[src/rtl/q15_biquad_cascade_iir_macros.svh]
// ----------------------------------------------------------------------------
// q15 biquad cascade assertion macros
// shared concurrent assertion forms, clocked on clk and off during reset
// ----------------------------------------------------------------------------
`ifndef Q15_BIQUAD_CASCADE_IIR_MACROS_SVH
`define Q15_BIQUAD_CASCADE_IIR_MACROS_SVH

// same-cycle implication
`define Q15BQ_ASSERT_IMP(lbl, ante, cons, msg) \
	lbl: assert property (@(posedge clk) disable iff (!arst_n) (ante) |-> (cons)) \
		else $error(msg);

// next-cycle implication
`define Q15BQ_ASSERT_NXT(lbl, ante, cons, msg) \
	lbl: assert property (@(posedge clk) disable iff (!arst_n) (ante) |=> (cons)) \
		else $error(msg);

`endif

[src/rtl/q15bq_pkg.sv]
// ----------------------------------------------------------------------------
// q15bq_pkg
// widths, register map and shared types of the q15 biquad cascade
// ----------------------------------------------------------------------------
package q15bq_pkg;

	localparam int SAMPLE_W  = 16;
	localparam int FRAC_BITS = 15;
	localparam int COEF_W    = 16;
	localparam int ACC_W     = 32;
	localparam int NUM_COEFS = 8;
	localparam int REG_IDX_W = $clog2(NUM_COEFS);

	// two coefficient bits per mac cycle
	localparam int NUM_DIGITS = COEF_W / 2;
	localparam int DIG_CNT_W  = $clog2(NUM_DIGITS + 1);

	typedef logic signed [SAMPLE_W-1:0] sample_t;
	typedef logic signed [COEF_W-1:0]   coef_t;
	typedef logic        [ACC_W-1:0]    acc_t;

	// register map
	localparam logic [REG_IDX_W-1:0] REG_S1_A1 = REG_IDX_W'(0);
	localparam logic [REG_IDX_W-1:0] REG_S1_A2 = REG_IDX_W'(1);
	localparam logic [REG_IDX_W-1:0] REG_S1_B0 = REG_IDX_W'(2);
	localparam logic [REG_IDX_W-1:0] REG_S1_B2 = REG_IDX_W'(3);
	localparam logic [REG_IDX_W-1:0] REG_S2_A1 = REG_IDX_W'(4);
	localparam logic [REG_IDX_W-1:0] REG_S2_A2 = REG_IDX_W'(5);
	localparam logic [REG_IDX_W-1:0] REG_S2_B0 = REG_IDX_W'(6);
	localparam logic [REG_IDX_W-1:0] REG_S2_B2 = REG_IDX_W'(7);

	localparam coef_t COEF_RESET [NUM_COEFS] = '{
		COEF_W'(31061), COEF_W'(-24444), COEF_W'(8959), COEF_W'(-8959),
		COEF_W'(20116), COEF_W'(-27692), COEF_W'(5462), COEF_W'(-5462)
	};

	// sequencer steps
	localparam int STEP_W = 4;
	localparam logic [STEP_W-1:0] STEP_S1_X    = STEP_W'(0);
	localparam logic [STEP_W-1:0] STEP_S1_A1   = STEP_W'(1);
	localparam logic [STEP_W-1:0] STEP_S1_A2   = STEP_W'(2);
	localparam logic [STEP_W-1:0] STEP_S1_W    = STEP_W'(3);
	localparam logic [STEP_W-1:0] STEP_S1_B0   = STEP_W'(4);
	localparam logic [STEP_W-1:0] STEP_S1_B2   = STEP_W'(5);
	localparam logic [STEP_W-1:0] STEP_S1_Y    = STEP_W'(6);
	localparam logic [STEP_W-1:0] STEP_S2_UNIT = STEP_W'(7);
	localparam logic [STEP_W-1:0] STEP_S2_A1   = STEP_W'(8);
	localparam logic [STEP_W-1:0] STEP_S2_A2   = STEP_W'(9);
	localparam logic [STEP_W-1:0] STEP_S2_W    = STEP_W'(10);
	localparam logic [STEP_W-1:0] STEP_S2_B0   = STEP_W'(11);
	localparam logic [STEP_W-1:0] STEP_S2_B2   = STEP_W'(12);
	localparam logic [STEP_W-1:0] STEP_S2_Y    = STEP_W'(13);

	// mac command
	typedef struct packed {
		logic preset;   // acc = operand << FRAC_BITS
		logic add_sh;   // acc += operand << FRAC_BITS
		logic start;    // begin operand * coef, accumulated
	} mac_cmd_t;

	typedef struct packed {
		logic busy;
		logic last;     // final digit is being added this cycle
	} mac_stat_t;

	// arithmetic shift by FRAC_BITS then wrap to the sample width
	function automatic sample_t rescale(input acc_t a);
		rescale = a[FRAC_BITS+SAMPLE_W-1:FRAC_BITS];
	endfunction

endpackage

[src/rtl/q15_biquad_cascade_iir.sv]
// ----------------------------------------------------------------------------
// q15_biquad_cascade_iir
// two direct-form-II biquad sections in cascade, q15, one shared serial mac
// ----------------------------------------------------------------------------
// out_valid is registered from the final step, after the accepted input request
// in_stall holds until a sample is done; eight products, each issued then summed
//   digit by digit, plus six add/rescale steps, all on one mac
// a stalled result holds the last step until the output register frees up
// reset: coefficients return to their defaults, delay words and handshake clear
// ----------------------------------------------------------------------------
module q15_biquad_cascade_iir (
	input  logic                                  clk,
	input  logic                                  arst_n,
	// input sample channel
	input  logic                                  in_valid,
	output logic                                  in_stall,
	input  q15bq_pkg::sample_t                    sample_in,
	// output sample channel
	output logic                                  out_valid,
	input  logic                                  out_stall,
	output q15bq_pkg::sample_t                    sample_out,
	// coefficient write port
	input  logic                                  cfg_we,
	input  logic [q15bq_pkg::REG_IDX_W-1:0]        cfg_index,
	input  logic [q15bq_pkg::COEF_W-1:0]           cfg_data
);
	import q15bq_pkg::*;

	typedef enum logic [2:0] {
		ST_IDLE  = 3'b001,
		ST_ISSUE = 3'b010,
		ST_WAIT  = 3'b100
	} state_t;

	state_t            state_q;
	logic [STEP_W-1:0] step_q;

	coef_t   coef_q [NUM_COEFS];
	sample_t x_q;        // captured input request
	sample_t w_q;        // new state word of the current section
	sample_t s1_d1_q, s1_d2_q, s2_d1_q, s2_d2_q;
	sample_t sample_out_q;
	logic    out_valid_q;

	mac_cmd_t  mac_cmd;
	mac_stat_t mac_stat;
	sample_t   mac_op;
	coef_t     mac_coef;
	acc_t      acc;
	sample_t   resc;

	logic in_acc;
	logic out_take;
	logic out_free;
	logic step_done;   // current issue step completes this cycle
	logic last_step;   // final step of the sequence is active

	assign in_stall  = (state_q != ST_IDLE);
	assign in_acc    = in_valid & ~in_stall;
	assign out_take  = out_valid_q & ~out_stall;
	assign out_free  = ~out_valid_q | ~out_stall;
	assign resc      = rescale(acc);
	assign last_step = (state_q == ST_ISSUE) && (step_q == STEP_S2_Y);

	// coefficient registers
	always_ff @(posedge clk or negedge arst_n) begin
		if (!arst_n) begin
			for (int i = 0; i < NUM_COEFS; i++) coef_q[i] <= COEF_RESET[i];
		end else if (cfg_we) begin
			coef_q[cfg_index] <= cfg_data;
		end
	end

	// per-step operand routing and mac command
	always_comb begin
		mac_cmd   = '0;
		mac_op    = '0;
		mac_coef  = '0;
		step_done = 1'b1;
		if (state_q == ST_ISSUE) begin
			unique case (step_q) inside
				// section one: w = x<<15 + a1*d1 + a2*d2
				STEP_S1_X: begin
					mac_cmd.preset = 1'b1;
					mac_op         = x_q;
				end
				STEP_S1_A1: begin
					mac_cmd.start = 1'b1;
					mac_op        = s1_d1_q;
					mac_coef      = coef_q[REG_S1_A1];
				end
				STEP_S1_A2: begin
					mac_cmd.start = 1'b1;
					mac_op        = s1_d2_q;
					mac_coef      = coef_q[REG_S1_A2];
				end
				// capture w and clear the accumulator
				STEP_S1_W, STEP_S2_W: begin
					mac_cmd.preset = 1'b1;
				end
				// section one: y = b0*w + b2*d2
				STEP_S1_B0: begin
					mac_cmd.start = 1'b1;
					mac_op        = w_q;
					mac_coef      = coef_q[REG_S1_B0];
				end
				STEP_S1_B2: begin
					mac_cmd.start = 1'b1;
					mac_op        = s1_d2_q;
					mac_coef      = coef_q[REG_S1_B2];
				end
				// section one output seeds section two's sum
				STEP_S1_Y: begin
					mac_cmd.preset = 1'b1;
					mac_op         = resc;
				end
				// unit part of section two's first feedback coefficient
				STEP_S2_UNIT: begin
					mac_cmd.add_sh = 1'b1;
					mac_op         = s2_d1_q;
				end
				STEP_S2_A1: begin
					mac_cmd.start = 1'b1;
					mac_op        = s2_d1_q;
					mac_coef      = coef_q[REG_S2_A1];
				end
				STEP_S2_A2: begin
					mac_cmd.start = 1'b1;
					mac_op        = s2_d2_q;
					mac_coef      = coef_q[REG_S2_A2];
				end
				STEP_S2_B0: begin
					mac_cmd.start = 1'b1;
					mac_op        = w_q;
					mac_coef      = coef_q[REG_S2_B0];
				end
				STEP_S2_B2: begin
					mac_cmd.start = 1'b1;
					mac_op        = s2_d2_q;
					mac_coef      = coef_q[REG_S2_B2];
				end
				// final output waits for room in the output register
				STEP_S2_Y: begin
					step_done = out_free;
				end
				default: begin
					step_done = 1'b1;
				end
			endcase
		end
	end

	q15bq_mac u_mac (
		.clk     (clk),
		.arst_n  (arst_n),
		.cmd     (mac_cmd),
		.operand (mac_op),
		.coef    (mac_coef),
		.stat    (mac_stat),
		.acc     (acc)
	);

	// sequencer
	always_ff @(posedge clk or negedge arst_n) begin
		if (!arst_n) begin
			state_q <= ST_IDLE;
			step_q  <= STEP_S1_X;
		end else begin
			unique case (state_q)
				ST_IDLE: begin
					if (in_acc) begin
						state_q <= ST_ISSUE;
						step_q  <= STEP_S1_X;
					end
				end
				ST_ISSUE: begin
					if (mac_cmd.start) begin
						state_q <= ST_WAIT;
					end else if (step_done) begin
						if (step_q == STEP_S2_Y) begin
							state_q <= ST_IDLE;
						end
						step_q <= step_q + STEP_W'(1);
					end
				end
				ST_WAIT: begin
					// move on as the last digit lands in the accumulator
					if (mac_stat.last) begin
						state_q <= ST_ISSUE;
						step_q  <= step_q + STEP_W'(1);
					end
				end
				default: begin
					state_q <= ST_IDLE;
				end
			endcase
		end
	end

	// delay words
	always_ff @(posedge clk or negedge arst_n) begin
		if (!arst_n) begin
			s1_d1_q <= '0;
			s1_d2_q <= '0;
			s2_d1_q <= '0;
			s2_d2_q <= '0;
		end else if (state_q == ST_ISSUE) begin
			if (step_q == STEP_S1_Y) begin
				s1_d2_q <= s1_d1_q;
				s1_d1_q <= w_q;
			end
			if (last_step && step_done) begin
				s2_d2_q <= s2_d1_q;
				s2_d1_q <= w_q;
			end
		end
	end

	always_ff @(posedge clk) begin
		if (in_acc) begin
			x_q <= sample_in;
		end
		if (state_q == ST_ISSUE && (step_q == STEP_S1_W || step_q == STEP_S2_W)) begin
			w_q <= resc;
		end
		if (last_step && step_done) begin
			sample_out_q <= resc;
		end
	end

	// output register
	always_ff @(posedge clk or negedge arst_n) begin
		if (!arst_n) begin
			out_valid_q <= 1'b0;
		end else if (last_step && step_done) begin
			out_valid_q <= 1'b1;
		end else if (out_take) begin
			out_valid_q <= 1'b0;
		end
	end

	assign out_valid  = out_valid_q;
	assign sample_out = sample_out_q;

	// checks
	`include "q15_biquad_cascade_iir_macros.svh"

	`Q15BQ_ASSERT_NXT(a_busy_after_req, in_acc, in_stall, "no stall after accepted request")
	`Q15BQ_ASSERT_IMP(a_mac_idle, state_q == ST_IDLE, !mac_stat.busy, "mac busy while idle")
	`Q15BQ_ASSERT_IMP(a_out_from_last, $rose(out_valid_q), $past(last_step), "early result")
	`Q15BQ_ASSERT_IMP(a_no_overwrite, last_step && out_valid_q && out_stall, !step_done, "result lost")

endmodule

[src/rtl/q15bq_mac.sv]
// ----------------------------------------------------------------------------
// q15bq_mac
// digit-serial multiply-accumulate, two coefficient bits per cycle
// ----------------------------------------------------------------------------
module q15bq_mac (
	input  logic               clk,
	input  logic               arst_n,
	input  q15bq_pkg::mac_cmd_t cmd,
	input  q15bq_pkg::sample_t  operand,
	input  q15bq_pkg::coef_t    coef,
	output q15bq_pkg::mac_stat_t stat,
	output q15bq_pkg::acc_t     acc
);
	import q15bq_pkg::*;

	acc_t                 acc_q;
	acc_t                 m_q;      // multiplicand, shifted left two per digit
	acc_t                 m3_q;     // three times multiplicand, same shifting
	logic [COEF_W-1:0]    c_q;      // coefficient, shifted right two per digit
	logic [DIG_CNT_W-1:0] cnt_q;

	acc_t       op_ext;
	acc_t       term;
	acc_t       acc_nxt;
	logic       last;
	logic       sub;

	assign op_ext = ACC_W'(operand);
	assign last   = (cnt_q == DIG_CNT_W'(1));
	// top digit carries negative weight: 10 is -2, 11 is -1
	assign sub    = last & c_q[1];

	always_comb begin
		case (c_q[1:0])
			2'b00: term = '0;
			2'b01: term = m_q;
			2'b10: term = m_q << 1;
			default: term = last ? m_q : m3_q;
		endcase
		acc_nxt = sub ? (acc_q - term) : (acc_q + term);
	end

	always_ff @(posedge clk or negedge arst_n) begin
		if (!arst_n) begin
			cnt_q <= '0;
		end else if (cmd.start) begin
			cnt_q <= DIG_CNT_W'(NUM_DIGITS);
		end else if (cnt_q != '0) begin
			cnt_q <= cnt_q - DIG_CNT_W'(1);
		end
	end

	always_ff @(posedge clk) begin
		if (cmd.preset) begin
			acc_q <= op_ext << FRAC_BITS;
		end else if (cmd.add_sh) begin
			acc_q <= acc_q + (op_ext << FRAC_BITS);
		end else if (cnt_q != '0) begin
			acc_q <= acc_nxt;
		end
		if (cmd.start) begin
			m_q  <= op_ext;
			m3_q <= op_ext + (op_ext << 1);
			c_q  <= coef;
		end else begin
			m_q  <= m_q << 2;
			m3_q <= m3_q << 2;
			c_q  <= c_q >> 2;
		end
	end

	assign stat.busy = (cnt_q != '0);
	assign stat.last = last;
	assign acc       = acc_q;

endmodule
[config.mk]
export PLATFORM = sky130hd
export DESIGN_NAME = q15_biquad_cascade_iir
export DESIGN_NICKNAME = d
export VERILOG_FILES = /design/src/rtl/q15bq_pkg.sv /design/src/rtl/q15_biquad_cascade_iir.sv /design/src/rtl/q15bq_mac.sv
export VERILOG_INCLUDE_DIRS = /design/src /design/src/rtl
export SDC_FILE = /design/constraint.sdc
export NUM_CORES = 1
export LEC_CHECK = 0
export BUFFER_PORTS_ARGS = -buffer_cell sky130_fd_sc_hd__buf_2
export CAP_MARGIN = 20
export CORE_UTILIZATION = 43
export CTS_BUF_LIST = sky130_fd_sc_hd__clkbuf_8 sky130_fd_sc_hd__clkbuf_16
export DETAILED_ROUTE_END_ITERATION = 16
export SYNTH_ARGS = -nofsm -noshare
export SYNTH_HDL_FRONTEND = slang
export SYNTH_SLANG_ARGS = --single-unit
[constraint.sdc]
create_clock -name clk -period 5.96 [get_ports clk]
set_input_delay 0.298 -clock clk [delete_from_list [all_inputs] [get_ports clk]]
set_output_delay 0.298 -clock clk [all_outputs]
set_load 0.01 [all_outputs]
==> metrics.md <==
| Metric | Value |
|---|---|
| Outcome | finished, final reports clean |
| CP max FO | 9 |
| Internal | about 0.0066 W |
| Port bufs | 57 |
| Die height | 209 um |
| Seq cells post-synth | 360 |
| Crit path arrival time | 5.80 ns |
| Inserted Diodes | 0 |
| CP max stage delay | just under 0.6 ns |
| Root Driver | clkbuf_16 |
| Most frequent cells in the layout | nand2_1 (235), mux2_2 (160), nor2_1 (148), dfrtp_1 (142), a21oi_1 (94) |
| Cell variety after synth | 76 |
| Share of cells above drive strength 1 | 0.222 |
| R2r setup slk | ~0.47 ns |
| Vias | 14300 |
| Synthesized area | between 0.015 and 0.02 mm^2 |
| Hold Path Origin | cfg_data[0] |
| DP HPWL | between 30000 and 40000 um |
| Synth warn | 0 |
| # rows | 75 |
| Register area share after synthesis | 0.486 |
| Fmax | about 180 MHz |
| Final Power | between 0.01 and 0.015 W |
| GP Congestion | 0.918 |
| Sw frac | 0.371 |
| Critical path capture point type | flip-flop |
| Ys async rst share | 0.567 |
| Num ports | between 50 and 60 |
| Worst r2r dst | u_mac.acc[24] |
| Initial antenna violation count | 2 |
| Total track usage | 0.236 |
| RSZ-0062 raised after global routing | no |
| CP Launch Type | flip-flop |
| Largest net degree at the start of global routing | 94 |
| Peak supply drop | between 200 and 300 uV |
| Clock insertion delay at the later pin of the skew report | 0.57 ns |
| Syn Inst Count | 1800 |
| Nets@finish | 1978 |
| Initial Utilization | 0.438 |
| Worst Setup Path Type | flip-flop to flip-flop |
| Wire length of the first global-routing pass | 80100 um |
| Slowest cell on the critical path | or4_4 |
| Syn Area/Cell | roughly 10 um^2 |
| R2R cell count | 22 |
| Clock Sinks | 360 |
| Die X | 209 um |
| Slew Limit Fails | 0 |
| Placed cell area | just under 0.02 mm^2 |
| H-tree depth | 2 |
| Clock Skews | slightly below 0.02 ns |
| Worst slew margin | 0.342 |
| Post-synth EDFFs | between 60 and 70 |
| CTS tree | yes |
| Cell area power density | roughly 500 mW/mm^2 |
| Postcts setup bufs | 0 |
| Clock-pin slew on the worst setup and hold paths | approximately 0.06 ns |
| Die ar. | between 0.04 and 0.05 mm^2 |
| Min Tclk post-route | about 5.5 ns |
| Setup TNS Final | 0 ns |
| Worst slew pin tran | ~0.99 ns |
| Final non-filler cell area | roughly 0.021 mm^2 |
| Endpoints failing hold | 0 |
| Fin worst setup slack | 0.469 ns |
| Sequential share of power | 0.348 |
| Total net switching power | slightly below 0.004 W |
| Area grow syn2layout | 13.8% |
| Static leakage | about 8.9 nW |
| Max-Cap Viols | 0 |
| Most used DFF post-synth | dfrtp_1 |
| WL final | just over 50000 um |
| Syn nets | 1910 |
| Pre-CTS setup slack | around 0.53 ns |
| Clock Path Buffers | 3 |
| Routed wire length per instance | between 20 and 25 um |
| DRT antenna net count | 0 |
| Fillers | between 3000 and 4000 |
| CTS buffer count | 40 |
| Critical Path RT | ~6.3 ns |
| Clk pwr share | 0.238 |
| Comb pwr share | 0.414 |
| Vias in the first global route | around 14000 |
| Worst min path class | input port to flip-flop |
| Most common cell after layout, fill and taps aside | nand2_1 |
| Critical path cell sequence | inv_1 > ha_1 > or3b_1 > nand3_1 > o21ai_0 > a22oi_1 > ha_1 > nand3_1 > or4_4 > o21ai_0 > nand2_1 > xnor2_1 > ha_1 > o21a_1 > o221ai_1 > a31oi_1 > or2_2 > a21o_1 > a21o_1 > a211o_1 > a21oi_1 > o21ai_0 |
| RR Startpoint | u_mac.cnt_q[1] |
| Remaining Overflow, GRT | 0 |
| TritonRoute pass-1 iters | 7 |
| Drt via density | between 5 and 6 |
| Core area | 0.0420 mm^2 |
| DRC viols | 0 |
| Tcrit/Tclk final | 0.921 |
| Worst Hold End | coef_q[16] |
| Final setup viols | 0 |
| Hold path depth | 2 |
| Drt initial violations | approximately 1400 |
layout make-up:
| class | count | area (um^2) | share of cell area |
|---|---|---|---|
| Inverter | 40 | 150 | 0.00717 |
| Tap cell | 539 | 674 | 0.0322 |
| Sequential cell | 360 | 8950 | 0.427 |
| Multi-Input combinational cell | 1297 | 8960 | 0.427 |
| Timing Repair Buffer | 129 | 903 | 0.0431 |
| Clock inverter | 25 | 176 | 0.00842 |
| Clock buffer | 49 | 1150 | 0.0548 |
kinds of logic after synthesis:
| kind of cell | after synthesis | share of synthesized area |
|---|---|---|
| AOI/OAI and AO/OA | 433 | 0.164 |
| DFF | 360 | 0.486 |
| muxes | 167 | 0.102 |
| buffers and inverters | 143 | 0.0299 |
| adders and majority gates | 70 | 0.0488 |
| and+or+nand+nor | 550 | 0.133 |
| xor gates and xnor gates | 77 | 0.0366 |
flip-flops by register name (all words and copies together), names as in the netlist, 30 cells and up:
| signal | cells |
|---|---|
| coef_q | 128 |
| u_mac.acc | 31 |
| u_mac.m3_q | 31 |
| u_mac.m_q | 30 |
what timing repair did:
action                    in CTS  in global routing
hold buffers                  18                  0
hold endpoints to repair      74                  0
resized for setup              0                  0
worst max-delay path, delay by kind of cell (launching register included):
family                   cells  cell delay (ns)
adder cells (fa/ha/maj)      3             0.70
AO/OA/AOI/OAI               11             2.09
XOR/XNOR                     1             0.15
flip-flops                   1             0.38
AND/OR/NAND/NOR              6             1.84
buffers and inverters        1             0.08
worst max path at each step:
stage                        start             to  slack (ns)  cells after the start
floorplan           u_mac.cnt_q[1]  u_mac.acc[24]        0.63                     25
detailed placement  u_mac.cnt_q[1]  u_mac.acc[24]        0.53                     22
global placement    u_mac.cnt_q[1]  u_mac.acc[24]        0.57                     22
finish              u_mac.cnt_q[1]  u_mac.acc[24]        0.47                     22
global route        u_mac.cnt_q[1]  u_mac.acc[24]        0.06                     22
CTS                 u_mac.cnt_q[1]  u_mac.acc[24]        0.52                     22
cell usage after synthesis, types with 11 or more instances:
library cell / count / area share
a211oi_1: 12 / 0.0049
a21o_1: 22 / 0.0090
a21oi_1: 94 / 0.026
a221oi_1: 46 / 0.022
a222oi_1: 16 / 0.0087
a22o_1: 35 / 0.017
a22oi_1: 29 / 0.012
a31oi_1: 24 / 0.0082
and2_1: 18 / 0.0061
buf_1: 11 / 0.0022
clkbuf_1: 86 / 0.018
dfrtp_1: 142 / 0.19
dfstp_2: 62 / 0.088
dfxtp_1: 92 / 0.10
edfxtp_1: 64 / 0.10
ha_1: 67 / 0.046
inv_1: 40 / 0.0082
mux2_2: 160 / 0.098
nand2_1: 235 / 0.048
nand2b_1: 20 / 0.0068
nand3_1: 33 / 0.0090
nor2_1: 150 / 0.031
nor2b_1: 12 / 0.0041
nor3_1: 22 / 0.0060
o21ai_0: 76 / 0.021
xnor2_1: 50 / 0.024
xor2_1: 27 / 0.013
per-stage QoR:
step / hold slack, ns / utilization / std cells
after floorplan: 0.00241 / - / 1800
after global placement: 0.414 / 0.462 / 2345
after detailed placement: 0.422 / 0.462 / 2345
after CTS: 0.0510 / 0.498 / 2437
after global routing: 0.0761 / 0.498 / 2439
final: 0.0770 / 0.498 / 2439
power by group through the flow:
stage / clock (W) / sequential [W] / combinational, W
after floorplan: 0 / 0.00348 / 0.00329
after global placement: 0 / 0.00367 / 0.00418
after detailed placement: 0 / 0.00368 / 0.00427
after CTS: 0.00253 / 0.00364 / 0.00431
after global routing: 0.00264 / 0.00369 / 0.00482
final: 0.00249 / 0.00363 / 0.00433
per-layer routing:
layer  part of all wire  global-route usage  vias up
met3              0.052              0.0325       80
li1                   -                   -     6708
met2               0.47               0.383      389
met4              0.026              0.0789        4
met1               0.45               0.325     7080
met5            0.00053                   0        -
(Power assumes the default switching activity.)
